<file path="src/hdl/sfh_pkg.sv">
// types and mixing functions for the superfast string hash
`default_nettype none

package sfh_pkg;

    typedef struct packed {
        logic [31:0] hash;
        logic [1:0]  count;
        logic [23:0] bytes;
    } t_fin_req;

    function automatic logic [23:0] f_put_byte(
        input logic [23:0] pend,
        input logic [1:0]  pos,
        input logic [7:0]  data
    );
        logic [23:0] res;
        res = pend;
        case (pos)
            2'd0:    res = {pend[23:8], data};
            2'd1:    res = {pend[23:16], data, pend[7:0]};
            2'd2:    res = {data, pend[15:0]};
            default: res = pend;
        endcase
        return res;
    endfunction

    // one full four-byte round
    function automatic logic [31:0] f_mix_round(
        input logic [31:0] h_in,
        input logic [23:0] pend,
        input logic [7:0]  data
    );
        logic [31:0] h;
        logic [31:0] t;
        logic [15:0] hi;
        hi = {data, pend[23:16]};
        h  = h_in + {16'd0, pend[15:0]};
        t  = {5'd0, hi, 11'd0} ^ h;
        h  = {h[15:0], 16'd0} ^ t;
        h  = h + {11'd0, h[31:11]};
        return h;
    endfunction

    function automatic logic [31:0] f_tail_mix(
        input logic [31:0] h_in,
        input logic [1:0]  count,
        input logic [23:0] bytes
    );
        logic [31:0] h;
        h = h_in;
        case (count)
            2'd3: begin
                h = h + {16'd0, bytes[15:0]};
                h = h ^ {h[15:0], 16'd0};
                h = h ^ {{6{bytes[23]}}, bytes[23:16], 18'd0};
                h = h + {11'd0, h[31:11]};
            end
            2'd2: begin
                h = h + {16'd0, bytes[15:0]};
                h = h ^ {h[20:0], 11'd0};
                h = h + {17'd0, h[31:17]};
            end
            2'd1: begin
                h = h + {{24{bytes[7]}}, bytes[7:0]};
                h = h ^ {h[21:0], 10'd0};
                h = h + {1'b0, h[31:1]};
            end
            default: h = h_in;
        endcase
        return h;
    endfunction

    // avalanche, first three steps
    function automatic logic [31:0] f_aval_a(input logic [31:0] h_in);
        logic [31:0] h;
        h = h_in ^ {h_in[28:0], 3'd0};
        h = h + {5'd0, h[31:5]};
        h = h ^ {h[27:0], 4'd0};
        return h;
    endfunction

    // avalanche, last three steps
    function automatic logic [31:0] f_aval_b(input logic [31:0] h_in);
        logic [31:0] h;
        h = h_in + {17'd0, h_in[31:17]};
        h = h ^ {h[6:0], 25'd0};
        h = h + {6'd0, h[31:6]};
        return h;
    endfunction

endpackage

`default_nettype wire

</file>
<file path="src/hdl/sfh_accum.sv">
// key state register and per-byte round, issues finalize requests
`default_nettype none

module sfh_accum (
    input  wire logic              i_clk,
    input  wire logic              i_rst_n,
    input  wire logic              i_valid,
    output logic                   o_ready,
    input  wire logic [7:0]        i_data_byte,
    input  wire logic              i_start_key,
    input  wire logic [31:0]       i_key_length,
    output logic                   o_req_valid,
    output sfh_pkg::t_fin_req      o_req,
    input  wire logic              i_req_ready
);
    import sfh_pkg::*;

    logic [31:0] r_hash,   n_hash;
    logic [23:0] r_pend,   n_pend;
    logic [1:0]  r_gpos,   n_gpos;
    logic [31:0] r_remain, n_remain;
    logic        r_open,   n_open;
    logic        r_req_valid, n_req_valid;
    t_fin_req    r_req,    n_req;

    logic        w_accept;
    logic        w_live;
    logic        w_zero;
    logic [31:0] w_base_h;
    logic [23:0] w_base_p;
    logic [1:0]  w_base_g;
    logic [31:0] w_base_rem;
    logic [31:0] w_step_h;
    logic [23:0] w_step_p;
    logic [1:0]  w_step_g;
    logic [31:0] w_rem1;

    assign o_ready     = !r_req_valid || i_req_ready;
    assign o_req_valid = r_req_valid;
    assign o_req       = r_req;

    assign w_accept   = i_valid && o_ready;
    assign w_live     = i_start_key || r_open;
    assign w_zero     = i_start_key && (i_key_length == 32'd0);
    assign w_base_h   = i_start_key ? i_key_length : r_hash;
    assign w_base_p   = i_start_key ? 24'd0 : r_pend;
    assign w_base_g   = i_start_key ? 2'd0 : r_gpos;
    assign w_base_rem = i_start_key ? i_key_length : r_remain;
    assign w_rem1     = w_base_rem - 32'd1;

    always_comb begin
        if (w_base_g != 2'd3) begin
            w_step_h = w_base_h;
            w_step_p = f_put_byte(w_base_p, w_base_g, i_data_byte);
            w_step_g = w_base_g + 2'd1;
        end else begin
            w_step_h = f_mix_round(w_base_h, w_base_p, i_data_byte);
            w_step_p = 24'd0;
            w_step_g = 2'd0;
        end
    end

    always_comb begin
        n_hash      = r_hash;
        n_pend      = r_pend;
        n_gpos      = r_gpos;
        n_remain    = r_remain;
        n_open      = r_open;
        n_req_valid = r_req_valid && !i_req_ready;
        n_req       = r_req;
        if (w_accept && w_zero) begin
            // empty key: avalanche of zero goes straight to the finalizer
            n_req_valid = 1'b1;
            n_req       = '{hash: 32'd0, count: 2'd0, bytes: 24'd0};
            n_hash      = 32'd0;
            n_pend      = 24'd0;
            n_gpos      = 2'd0;
            n_remain    = 32'd0;
            n_open      = 1'b0;
        end else if (w_accept && w_live) begin
            if (w_rem1 == 32'd0) begin
                n_req_valid = 1'b1;
                n_req       = '{hash: w_step_h, count: w_step_g, bytes: w_step_p};
                n_hash      = 32'd0;
                n_pend      = 24'd0;
                n_gpos      = 2'd0;
                n_remain    = 32'd0;
                n_open      = 1'b0;
            end else begin
                n_hash   = w_step_h;
                n_pend   = w_step_p;
                n_gpos   = w_step_g;
                n_remain = w_rem1;
                n_open   = 1'b1;
            end
        end
    end

    always_ff @(posedge i_clk) begin
        if (!i_rst_n) begin
            r_hash      <= '0;
            r_pend      <= '0;
            r_gpos      <= '0;
            r_remain    <= '0;
            r_open      <= 1'b0;
            r_req_valid <= 1'b0;
        end else begin
            r_hash      <= n_hash;
            r_pend      <= n_pend;
            r_gpos      <= n_gpos;
            r_remain    <= n_remain;
            r_open      <= n_open;
            r_req_valid <= n_req_valid;
        end
    end

    always_ff @(posedge i_clk) begin
        r_req <= n_req;
    end

endmodule

`default_nettype wire

</file>
<file path="src/hdl/sfh_final.sv">
// three-stage finalize pipeline: tail mix, avalanche halves, result register
`default_nettype none

module sfh_final (
    input  wire logic              i_clk,
    input  wire logic              i_rst_n,
    input  wire logic              i_req_valid,
    input  wire sfh_pkg::t_fin_req i_req,
    output logic                   o_req_ready,
    output logic                   o_valid,
    output logic [31:0]            o_hash_value,
    input  wire logic              i_ready
);
    import sfh_pkg::*;

    logic        r_s1_valid,  n_s1_valid;
    logic [31:0] r_s1_hash,   n_s1_hash;
    logic        r_s2_valid,  n_s2_valid;
    logic [31:0] r_s2_hash,   n_s2_hash;
    logic        r_out_valid, n_out_valid;
    logic [31:0] r_out_hash,  n_out_hash;

    logic w_en1;
    logic w_en2;
    logic w_en3;

    // a stage loads when it is empty or its content moves on
    assign w_en3 = !r_out_valid || i_ready;
    assign w_en2 = !r_s2_valid || w_en3;
    assign w_en1 = !r_s1_valid || w_en2;

    assign o_req_ready  = w_en1;
    assign o_valid      = r_out_valid;
    assign o_hash_value = r_out_hash;

    always_comb begin
        n_s1_valid  = r_s1_valid;
        n_s1_hash   = r_s1_hash;
        n_s2_valid  = r_s2_valid;
        n_s2_hash   = r_s2_hash;
        n_out_valid = r_out_valid;
        n_out_hash  = r_out_hash;
        if (w_en1) begin
            n_s1_valid = i_req_valid;
            n_s1_hash  = f_tail_mix(i_req.hash, i_req.count, i_req.bytes);
        end
        if (w_en2) begin
            n_s2_valid = r_s1_valid;
            n_s2_hash  = f_aval_a(r_s1_hash);
        end
        if (w_en3) begin
            n_out_valid = r_s2_valid;
            n_out_hash  = f_aval_b(r_s2_hash);
        end
    end

    always_ff @(posedge i_clk) begin
        if (!i_rst_n) begin
            r_s1_valid  <= 1'b0;
            r_s2_valid  <= 1'b0;
            r_out_valid <= 1'b0;
        end else begin
            r_s1_valid  <= n_s1_valid;
            r_s2_valid  <= n_s2_valid;
            r_out_valid <= n_out_valid;
        end
    end

    always_ff @(posedge i_clk) begin
        r_s1_hash  <= n_s1_hash;
        r_s2_hash  <= n_s2_hash;
        r_out_hash <= n_out_hash;
    end

endmodule

`default_nettype wire

</file>
<file path="src/hdl/superfast_string_hash_top.sv">
// top level of the streaming superfast string hash
//
//  channel   valid     ready     payload
//  input     i_valid   o_ready   i_data_byte, i_start_key, i_key_length
//  result    o_valid   i_ready   o_hash_value
//
// takes one key byte per cycle while o_ready is high; the key state register and
// its four-byte round close the only loop, so with i_ready held high the sustained
// rate is one request per cycle; the request with the last byte (or the empty key)
// then passes tail mix, first avalanche half and result register to give the hash
// synchronous active-low reset clears the open key and all valid flags
// o_ready drops only while the request register and all finalize stages are full
// and i_ready is low; requests that close no key still wait for it
`default_nettype none

module superfast_string_hash_top (
    input  wire logic        i_clk,
    input  wire logic        i_rst_n,
    input  wire logic        i_valid,
    output logic             o_ready,
    input  wire logic [7:0]  i_data_byte,
    input  wire logic        i_start_key,
    input  wire logic [31:0] i_key_length,
    output logic             o_valid,
    input  wire logic        i_ready,
    output logic [31:0]      o_hash_value
);
    import sfh_pkg::*;

    logic     w_req_valid;
    logic     w_req_ready;
    t_fin_req w_req;

    sfh_accum u_accum (
        .i_clk        (i_clk),
        .i_rst_n      (i_rst_n),
        .i_valid      (i_valid),
        .o_ready      (o_ready),
        .i_data_byte  (i_data_byte),
        .i_start_key  (i_start_key),
        .i_key_length (i_key_length),
        .o_req_valid  (w_req_valid),
        .o_req        (w_req),
        .i_req_ready  (w_req_ready)
    );

    sfh_final u_final (
        .i_clk        (i_clk),
        .i_rst_n      (i_rst_n),
        .i_req_valid  (w_req_valid),
        .i_req        (w_req),
        .o_req_ready  (w_req_ready),
        .o_valid      (o_valid),
        .o_hash_value (o_hash_value),
        .i_ready      (i_ready)
    );

endmodule

`default_nettype wire

</file>
<file path="config.mk">
export PLATFORM = sky130hd
export DESIGN_NAME = superfast_string_hash_top
export DESIGN_NICKNAME = d
export VERILOG_FILES = /design/src/hdl/sfh_pkg.sv /design/src/hdl/sfh_accum.sv /design/src/hdl/sfh_final.sv /design/src/hdl/superfast_string_hash_top.sv
export SDC_FILE = /design/constraint.sdc
export NUM_CORES = 1
export LEC_CHECK = 0
export BUFFER_PORTS_ARGS = -buffer_cell sky130_fd_sc_hd__buf_4
export CAP_MARGIN = 20
export CORE_MARGIN = 4
export CORE_UTILIZATION = 65
export CTS_BUF_LIST = sky130_fd_sc_hd__clkbuf_8
export DETAILED_ROUTE_END_ITERATION = 10
export PLACE_DENSITY = 0.85
export SLEW_MARGIN = 10
export SYNTH_ARGS = -nofsm -noshare
export SYNTH_HDL_FRONTEND = slang
export SYNTH_SLANG_ARGS = --single-unit
</file>
<file path="constraint.sdc">
create_clock -name i_clk -period 10.2 [get_ports i_clk]
set_input_delay 2.04 -clock i_clk [delete_from_list [all_inputs] [get_ports i_clk]]
set_output_delay 2.04 -clock i_clk [all_outputs]
set_load 0.005 [all_outputs]
</file>
---- Word-level counts from Yosys, hierarchy flattened ----
Cells that the tools add are included.
word-level totals
  flip-flop bits (word level) ............. 249
  output and inout port bits .............. 34
  input port bits ......................... 45
  word-level logic and storage cells ...... 80
cells by class
  bitwise gates (word level) .............. 10
  mux-type cells .......................... 17
  $add $sub $neg .......................... 12
  reduce and logical (&&, ||, !) cells .... 20
  equality and inequality tests ........... 6
operators with widths
  cell                                                  number
  bitwise XOR 32 bit                                    8
  2-to-1 mux 32 bit                                     5
  one-hot mux 32 bit (3 select lines)                   1
  2-to-1 mux 24 bit                                     3
  one-hot mux 24 bit (3 select lines)                   1
  adder 32 x 15 -> 32 bit                               2
  adder 32 x 16 -> 32 bit                               2
  adder 32 x 21 -> 32 bit                               2
  logical NOT 32 bit                                    2
  adder 32 x 26 -> 32 bit                               1
  adder 32 x 27 -> 32 bit                               1
  adder 32 x 31 -> 32 bit                               1
  adder 32 bit                                          1
  subtractor 32 x 1 -> 32 bit (second input constant)   1
  bitwise XOR 27 x 32 -> 32 bit                         1
  equality test 2 bit (second input constant)           3
  2-to-1 mux 2 bit                                      3
  logical AND 1 bit                                     5
  logical NOT 1 bit                                     5
  logical OR 1 bit                                      5
  equality test 2 x 1 -> 1 bit (second input constant)  2
  2-to-1 mux 1 bit                                      4
  adder 2 x 1 -> 2 bit (second input constant)          1
  logical NOT 2 bit                                     1
  4 further kinds                                       4

---- Logic depth before layout (Yosys ltp) ----
Gate-level depths: netlist of run 1.
  depth in word-level cells ............... 9
  mapped depth ............................ 34

---- Hierarchy ----
A second synthesis of run 1 with hierarchy kept.
unflattened totals
  cell total of the unflattened synthesis .. 3174
  area, all modules ....................... 25804.7 sq um
modules (own cells, without submodules)
  module     area each (sq um)  cells an instance  sequential area each (sq um)  instances
  sfh_final  14859.3            1671               2942.8                        1
  sfh_accum  10945.5            1503               3002.9                        1

---- Worst setup path before layout of run 1 ----
No wires, ideal clock.
  kind .................................... input -> register
  start ................................... input port i_start_key
  end ..................................... register u_accum.r_hash[25]
  stages on the path ...................... 32
  setup time .............................. 0.128 ns
  data required time ...................... 10.072 ns
  setup slack ............................. 1.663 ns
  arrival time ............................ 8.409 ns
  cells stage by stage .................... buf_6 -> buf_4 -> buf_4 -> buf_4 -> buf_2 -> clkbuf_1 -> buf_1 -> clkbuf_1 -> clkbuf_1 -> nor2b_1 -> ha_1 -> nand3_1 -> a21oi_1 -> a31oi_1 -> a31o_2 -> o21ai_1 -> nand3b_1 -> xnor2_1 -> ha_1 -> a21o_1 -> a21o_1 -> a21oi_1 -> o31ai_1 -> a21oi_1 -> o21ai_0 -> a31o_2 -> and4_1 -> clkbuf_1 -> and3_1 -> o31a_1 -> a22oi_1 -> nor2_1
on the way
  cells in the longest elaborated chain, start to end .. 7
  elaborated cells on any way between the ends .. 18
  classes of those cells .................. add/sub: 3; eq/ne: 1; mux: 6; bitwise: 2; reduce/logical: 6
RTL lines
  item                                                           RTL line                          RTL
  from (decl)                                                    superfast_string_hash_top.sv:22   input wire logic i_start_key,
  2-to-1 mux 32 bit / 2-to-1 mux 24 bit (equally long branches)  sfh_accum.sv:45, sfh_accum.sv:46
  adder 32 x 16 -> 32 bit                                        sfh_pkg.sv:38                     h = h_in + {16'd0, pend[15:0]};
  bitwise XOR 27 x 32 -> 32 bit                                  sfh_pkg.sv:39                     t = {5'd0, hi, 11'd0} ^ h;
  bitwise XOR 32 bit                                             sfh_pkg.sv:40                     h = {h[15:0], 16'd0} ^ t;
  adder 32 x 21 -> 32 bit                                        sfh_pkg.sv:41                     h = h + {11'd0, h[31:11]};
  2-to-1 mux 32 bit                                              sfh_accum.sv:52                   if (w_base_g != 2'd3) begin
  2-to-1 mux 32 bit                                              sfh_accum.sv:81                   if (w_rem1 == 32'd0) begin
  to (signal assigned)                                           sfh_accum.sv:108                  r_hash <= n_hash;
  to (decl)                                                      sfh_accum.sv:18                   logic [31:0] r_hash, n_hash;
Parallel ways exist; a longest one is shown, timed or not.
A chain may end at the register's enable or synchronous reset.

---- Worst setup path in the final report of run 1 ----
Ends and elaborated chain as after synthesis.

==> results.sh, run 1 <==
export IMPL_p_per_area_nw_per_um2=90.15
export IMPL_timing_setup_tns_ps=0
export IMPL_hpwl_mm=65.06
export IMPL_synthesis_area_um2=25550
export IMPL_ios=79
export IMPL_wirelength_mm=82.96
export IMPL_finalCritPeriodShare=0.7455
export IMPL_area_growth_pct=6.910
export IMPL_cts_buffer_depth=3
export IMPL_slowest_delay_ps=590
export IMPL_cts_buffers=43
export IMPL_clock_fmax_mhz=131.5
export IMPL_routed_via_density=6.716
export IMPL_path_max_fanout=55
export IMPL_vdd_drop_max_v=0.0001147
export IMPL_yosysSeqAreaShare=0.2327
export IMPL_grt_overflow_total=0
export IMPL_cp_start_kind="input pin"
export IMPL_crit_family="compound AO/OA/AOI/OAI gates"
export IMPL_wire_per_inst_um=22.77
export IMPL_hold_class="register to register"
export IMPL_port_buffers=78
export IMPL_clkTransAtPathRegs_ps=70
export IMPL_die_width_um=206.3
export IMPL_cts_tree="built"
export IMPL_utilization=0.7051
export IMPL_arrival_ps=8090
export IMPL_crit_chain="buf_4 -> buf_4 -> mux2_2 -> ha_1 -> o21a_1 -> nor2_1 -> a31o_2 -> o21ai_1 -> nand3b_1 -> xnor2_1 -> ha_1 -> a21o_1 -> a21o_1 -> a21oi_1 -> o31ai_1 -> a21oi_1 -> o21ai_0 -> a31o_2 -> and4_1 -> and3_1 -> o31a_1 -> a22oi_1 -> nor2_1"
export IMPL_async_flop_share=0
export IMPL_clk_latency_ps=640
export IMPL_status="complete, no violations"
export IMPL_p_total_w=0.002462
export IMPL_dpl_cell_area_um2=26420
export IMPL_crit_path_end_kind="register"
export IMPL_rows=72
export IMPL_coreArea_um2=38740
export IMPL_p_leak_nw=12.29
export IMPL_place_gp_congestion=1.102
export IMPL_grt_max_degree=90
export IMPL_yosysTopAreaCell="dfxtp_1"
export IMPL_cap_violations=0
export IMPL_cts_hold_buf=0
export IMPL_fin_crit_ps=7604
export IMPL_finalHoldViolations=0
export IMPL_path_buf_inv=2
export IMPL_critical_path_class="input pin to register"
export IMPL_required_ps=10680
export IMPL_grt_usage=0.3765
export IMPL_synthCells=3057
export IMPL_synth_seq_cells=249
export IMPL_ant_nets=0
export IMPL_synthDistinctLibCells=103
export IMPL_drive_above_1_share=0.08832
export IMPL_drtPass1Iterations=6
export IMPL_initial_core_util=0.6596
export IMPL_antenna_found_initial=4
export IMPL_postCtsResizedCells=0
export IMPL_die_y_um=206.3
export IMPL_grt_pass1_vias=22870
export IMPL_relSlewSlack=0.2754
export IMPL_synth_top_area_frac=0.1199
export IMPL_synth_area_leaders="dfxtp_1 (12%), edfxtp_1 (11%), ha_1 (11%)"
export IMPL_grt_pass1_wl_mm=126.0
export IMPL_die_area_um2=42540
export IMPL_postLayoutCellArea_um2=27310
export IMPL_finalMaxSlewViolations=0
export IMPL_h_tree_depth=2
export IMPL_post_cts_setup_buffers=0
export IMPL_drtIter0Drc=2698
export IMPL_root_buffer="clkbuf_8"
export IMPL_drc=0
export IMPL_synth_warnings=0
export IMPL_setup_viol=0
export IMPL_synth_edf_count=96
export IMPL_nNetsFinal=3366
export IMPL_ys_flop_type="dfxtp_1"
export IMPL_route_vias_total=24470
export IMPL_grt_setup_unrepaired="no"
export IMPL_syn_avg_cell_area_um2=8.358
export IMPL_worst_pin_slew_ps=1087
export IMPL_skew_ps=54.66
export IMPL_clock_sink_count=249
export IMPL_fillerInstances=3093
export IMPL_cp_slowest_cell="o21ai_1"
export IMPL_synth_fp_nets=3329
## synthesized netlist by cell type, types with 11 or more instances
| cell | n |
|---|---|
| nor2_1 | 307 |
| and4_1 | 12 |
| o21a_1 | 44 |
| dfxtp_1 | 153 |
| nor3_1 | 68 |
| edfxtp_1 | 96 |
| nand2_1 | 212 |
| buf_1 | 15 |
| a21o_1 | 73 |
| a31o_2 | 11 |
| xor2_1 | 165 |
| and2_1 | 13 |
| a31oi_1 | 32 |
| xnor2_1 | 276 |
| o211ai_1 | 15 |
| mux2i_1 | 98 |
| and3_1 | 26 |
| nor4_1 | 18 |
| or2_2 | 16 |
| o31ai_1 | 13 |
| mux2_2 | 22 |
| o21ai_0 | 140 |
| or3_1 | 22 |
| inv_1 | 101 |
| a211oi_1 | 28 |
| o21bai_1 | 16 |
| ha_1 | 218 |
| nor2b_1 | 55 |
| mux4_2 | 23 |
| nand2b_1 | 33 |
| a21oi_1 | 265 |
| nand3_1 | 113 |
| a21boi_0 | 14 |
| o2111ai_1 | 12 |
| a22oi_1 | 45 |
| clkbuf_1 | 70 |
| nand4_1 | 37 |
## cell usage in the layout, fill, tap and decap left out, types with 15 or more instances in the layout
| master | instances |
|---|---|
| nand2b_1 | 32 |
| a31oi_1 | 32 |
| mux2_2 | 22 |
| nor3_1 | 68 |
| mux2i_1 | 98 |
| and3_1 | 26 |
| nand3_1 | 113 |
| nor2b_1 | 55 |
| nor4_1 | 17 |
| a22oi_1 | 45 |
| a21oi_1 | 264 |
| buf_4 | 96 |
| or3_1 | 22 |
| a211oi_1 | 28 |
| o211ai_1 | 15 |
| mux4_2 | 23 |
| ha_1 | 217 |
| clkbuf_8 | 51 |
| a21o_1 | 73 |
| or2_2 | 16 |
| nand2_1 | 212 |
| nand4_1 | 37 |
| xor2_1 | 165 |
| o21bai_1 | 16 |
| inv_1 | 114 |
| edfxtp_1 | 96 |
| nor2_1 | 306 |
| dfxtp_1 | 152 |
| o21a_1 | 44 |
| o21ai_0 | 140 |
| xnor2_1 | 276 |
## registers in the layout (all words and copies together), names as in the netlist, 2 cells and up
name,flops
u_accum.o_req,58
u_accum.r_hash,32
u_final.r_s1_hash,32
u_accum.r_remain,32
u_accum.r_gpos,2
u_accum.r_pend,24
u_final.o_hash_value,32
u_final.r_s2_hash,32
## tightest hold or removal path, stage by stage, from the launching register on
cell and delay (ps):
dfxtp_1 310, nand2_1 50, a21oi_1 50
## cells by family (layout without fill, tap and decap cells)
| group | Yosys count | count (layout) | synth area share |
|---|---|---|---|
| other | 0 | 1 | 0 |
| AO/OA/AOI/OAI | 794 | 794 | 0.2006 |
| multiplexers | 144 | 144 | 0.06925 |
| AND/OR/NAND/NOR | 986 | 986 | 0.1896 |
| adder cells (fa/ha/maj) | 227 | 227 | 0.1138 |
| flip-flops | 249 | 249 | 0.2327 |
| buffers and inverters | 208 | 276 | 0.03580 |
| XOR/XNOR | 449 | 449 | 0.1583 |
## final timing paths
kind / start / to / slack [ps] / cells past startpoint
hold / removal: u_accum.r_hash[13]$_SDFFE_PP0P_ / u_accum.r_hash[13]$_SDFFE_PP0P_ / 450 / 2
hold reg to reg: u_accum.r_hash[13]$_SDFFE_PP0P_ / u_accum.r_hash[13]$_SDFFE_PP0P_ / 450 / 2
setup / recovery: i_start_key / u_accum.r_hash[25]$_SDFFE_PP0P_ / 2600 / 23
setup reg to reg: u_accum.o_req[26]$_SDFFE_PP0P_ / u_final.r_s1_hash[30]$_DFFE_PP_ / 2720 / 22
## metal layers
| layer | vias to the layer above | part of all wire | global-route usage |
|---|---|---|---|
| li1 | 11230 | - | - |
| met1 | 11570 | 0.40 | 0.4861 |
| met2 | 1367 | 0.45 | 0.6077 |
| met3 | 309 | 0.094 | 0.06826 |
| met4 | 0 | 0.058 | 0.1870 |
| met5 | - | 0 | 0 |
## power by group
part | internal, W | total, W | switching [W]
Clock | 0.000480 | 0.000916 | 0.000436
Combinational | 0.000181 | 0.000491 | 0.000310
Sequential | 0.00104 | 0.00106 | 0.0000141
## stage by stage
step	cells	hold slack (ps)	setup WS, ps
2_1_floorplan	3057	427.4	1663
3_3_place_gp	3565	437.1	2144
3_5_place_dp	3565	445.8	2082
4_1_cts	3641	454.5	2738
5_1_grt	3643	470.0	2245
6_report	3644	453.6	2596
## cell type report
class | instances | area, µm² | area share
multi-input combinational | 2600 | 18720 | 0.6853
sequential | 249 | 5947 | 0.2177
timing repair buffer | 98 | 775.7 | 0.02840
clock buffer | 51 | 701.9 | 0.02570
tap | 518 | 648.1 | 0.02373
inverter | 102 | 382.9 | 0.01402
clock inverter | 25 | 138.9 | 0.005085
antenna | 1 | 2.502 | 0.00009161
Note: power is estimated with default switching activity, not from simulation.
==> inputs of run 2 (changes only) <==
Settings changed: CORE_UTILIZATION 65 to 60, PLACE_DENSITY 0.85 to 0.82.
Clock period 10.2 ns to 6.8 ns, I/O delays scaled along.
==> run 2 against run 1 <==
  * Routed wire length is 0.47% higher
  * First-iteration DRC count is 6.4% lower
  * Critical path depth is 2 lower
  * Hold slack hardly changed
  * Non-clock buffer count is 59 higher
  * Combinational power is 57% higher
  * Die area is 8.0% higher
  * Global-route usage is 3.0 points lower
  * Register-to-register slack worse by 2500 ps
  * Worst setup slack worse by 2300 ps
  * Largest cell class unchanged
  * Flip-flop and latch count stayed put
==> results.sh, run 2 (synthesis results as in run 1) <==
export IMPL_worst_r2r_cell_count=21
export IMPL_finalHoldViolations=0
export IMPL_drive_above_1_share=0.1123
export IMPL_ant_nets=0
export IMPL_slowest_delay_ps=560
export IMPL_h_tree_depth=2
export IMPL_grt_pass1_wl_mm=128.6
export IMPL_finalMaxSlewViolations=0
export IMPL_root_buffer="clkbuf_8"
export IMPL_status="complete, no violations"
export IMPL_crit_chain="ha_1 -> a2111oi_0 -> a21bo_2 -> a31o_2 -> a21oi_1 -> xor2_2 -> inv_1 -> xnor2_1 -> inv_1 -> ha_1 -> o21ai_0 -> a21boi_0 -> o211ai_1 -> a41oi_1 -> o21ai_0 -> a2111oi_2 -> nand4_1 -> nor4bb_1 -> xor2_1 -> a221oi_1 -> o41ai_1"
export IMPL_hpwl_mm=66.70
export IMPL_die_width_um=214.4
export IMPL_p_leak_nw=12.64
export IMPL_clkPwrFrac=0.383
export IMPL_layout_cells_most_common="nor2_1"
export IMPL_grt_overflow_total=0
export IMPL_regArea_um2=5947
export IMPL_multi_input_area_um2=18880
export IMPL_die_area_um2=45950
export IMPL_cap_violations=0
export IMPL_area_growth_pct=9.736
export IMPL_cts_buffers=44
export IMPL_routed_via_density=6.480
export IMPL_p_sw_frac=0.3007
export IMPL_initial_core_util=0.6077
export IMPL_hold_class="register to register"
export IMPL_nNetsFinal=3426
export IMPL_cts_buffer_depth=3
export IMPL_p_per_area_nw_per_um2=136.2
export IMPL_clock_sink_count=249
export IMPL_p_comb_frac=0.202
export IMPL_finalCritPeriodShare=0.9603
export IMPL_wirelength_mm=83.35
export IMPL_grt_pass1_vias=23150
export IMPL_timing_setup_tns_ps=0
export IMPL_port_buffers=78
export IMPL_vdd_drop_max_v=0.0001690
export IMPL_largest_reg_flops=58
export IMPL_worst_pin_slew_ps=1080
export IMPL_clk_latency_ps=640
export IMPL_antenna_found_initial=1
export IMPL_crit_path_end_kind="register"
export IMPL_wire_per_inst_um=22.35
export IMPL_cp_start_kind="register"
export IMPL_clock_fmax_mhz=153.1
export IMPL_postLayoutCellArea_um2=28040
export IMPL_path_max_fanout=6
export IMPL_skew_ps=62.52
export IMPL_p_int_w=0.002671
export IMPL_ios=79
export IMPL_grt_max_degree=94
export IMPL_drtPass1Iterations=6
export IMPL_rows=75
export IMPL_coreArea_um2=42040
export IMPL_cp_slowest_cell="a2111oi_0"
export IMPL_route_vias_total=24170
export IMPL_relSlewSlack=0.2803
export IMPL_grt_usage=0.3467
export IMPL_pwr_share_seq=0.415
export IMPL_worst_slack_ps=269.7
export IMPL_clkTransAtPathRegs_ps=60
export IMPL_p_total_w=0.003819
export IMPL_cts_tree="built"
export IMPL_die_y_um=214.4
export IMPL_required_ps=7140
export IMPL_fin_crit_ps=6530
export IMPL_dpl_cell_area_um2=27050
export IMPL_cts_hold_buf=0
export IMPL_place_gp_congestion=1.080
export IMPL_drtIter0Drc=2526
export IMPL_switching_power_w=0.001148
export IMPL_whs_path_depth=2
export IMPL_drc=0
export IMPL_pre_cts_ws_ps=-28.67
export IMPL_fillerInstances=3562
export IMPL_setup_viol=0
export IMPL_layout_common_cells="nor2_1 (306), xnor2_1 (273), a21oi_1 (261), ha_1 (213), nand2_1 (212)"
export IMPL_arrival_ps=6870
export IMPL_critical_path_class="register to register"
==> run 2: worst max-delay path, delay by kind of cell, from the launching register on <==
family                   cells  cell delay, ps
AND/OR/NAND/NOR              2             660
XOR/XNOR                     3             740
flip-flops                   1             400
adder cells (fa/ha/maj)      2             700
buffers and inverters        2             350
AO/OA/AOI/OAI               12            3420
==> run 2: final cells by class <==
type,count,share of cell area
Antenna cell,1,0.00008925
Timing Repair Buffer,157,0.04409
Clock buffer,48,0.02356
Sequential cell,249,0.2121
Multi-Input combinational cell,2600,0.6733
Tap cell,539,0.02405
Clock inverter,33,0.009149
Inverter,102,0.01366
==> run 2: worst paths after layout <==
path | startpoint | endpoint | slack, ps
setup / recovery | u_accum.o_req[30]$_SDFFE_PP0P_ | u_final.r_s1_hash[30]$_DFFE_PP_ | 270
hold / removal | u_accum.o_req_valid$_SDFF_PN0_ | u_final.r_s1_valid$_SDFFE_PN0P_ | 450
setup reg to reg | u_accum.o_req[30]$_SDFFE_PP0P_ | u_final.r_s1_hash[30]$_DFFE_PP_ | 270
hold reg to reg | u_accum.o_req_valid$_SDFF_PN0_ | u_final.r_s1_valid$_SDFFE_PN0P_ | 450
==> run 2: metal layers <==
layer / vias to the layer above / wire [µm] / global-route usage
li1: 11350 / - / -
met1: 11470 / 34310 / 0.4516
met2: 1096 / 37760 / 0.5671
met3: 250 / 6922 / 0.06065
met4: 2 / 4331 / 0.1532
met5: - / 20 / 0
==> run 2: repair_timing <==
action                     CTS  global route
setup endpoints to repair    0             6
buffers inserted             0             1
gates resized for setup      0             5
==> run 2: per-stage QoR <==
stage | hold WS, ps | util | instances
2_1_floorplan | 427.4 | - | 3057
3_3_place_gp | 437.6 | 0.6435 | 3645
3_5_place_dp | 449.7 | 0.6435 | 3645
4_1_cts | 456.6 | 0.6653 | 3726
5_1_grt | 476.2 | 0.6668 | 3728
6_report | 453.6 | 0.6669 | 3729
==> run 2: power groups by stage <==
stage | sequential, W | clock [W] | combinational (W)
detailed placement | 0.00161 | 0 | 0.000742
global placement | 0.00161 | 0 | 0.000730
floorplan | 0.00161 | 0 | 0.000524
global route | 0.00159 | 0.00155 | 0.000824
CTS | 0.00158 | 0.00149 | 0.000747
finish | 0.00158 | 0.00146 | 0.000771
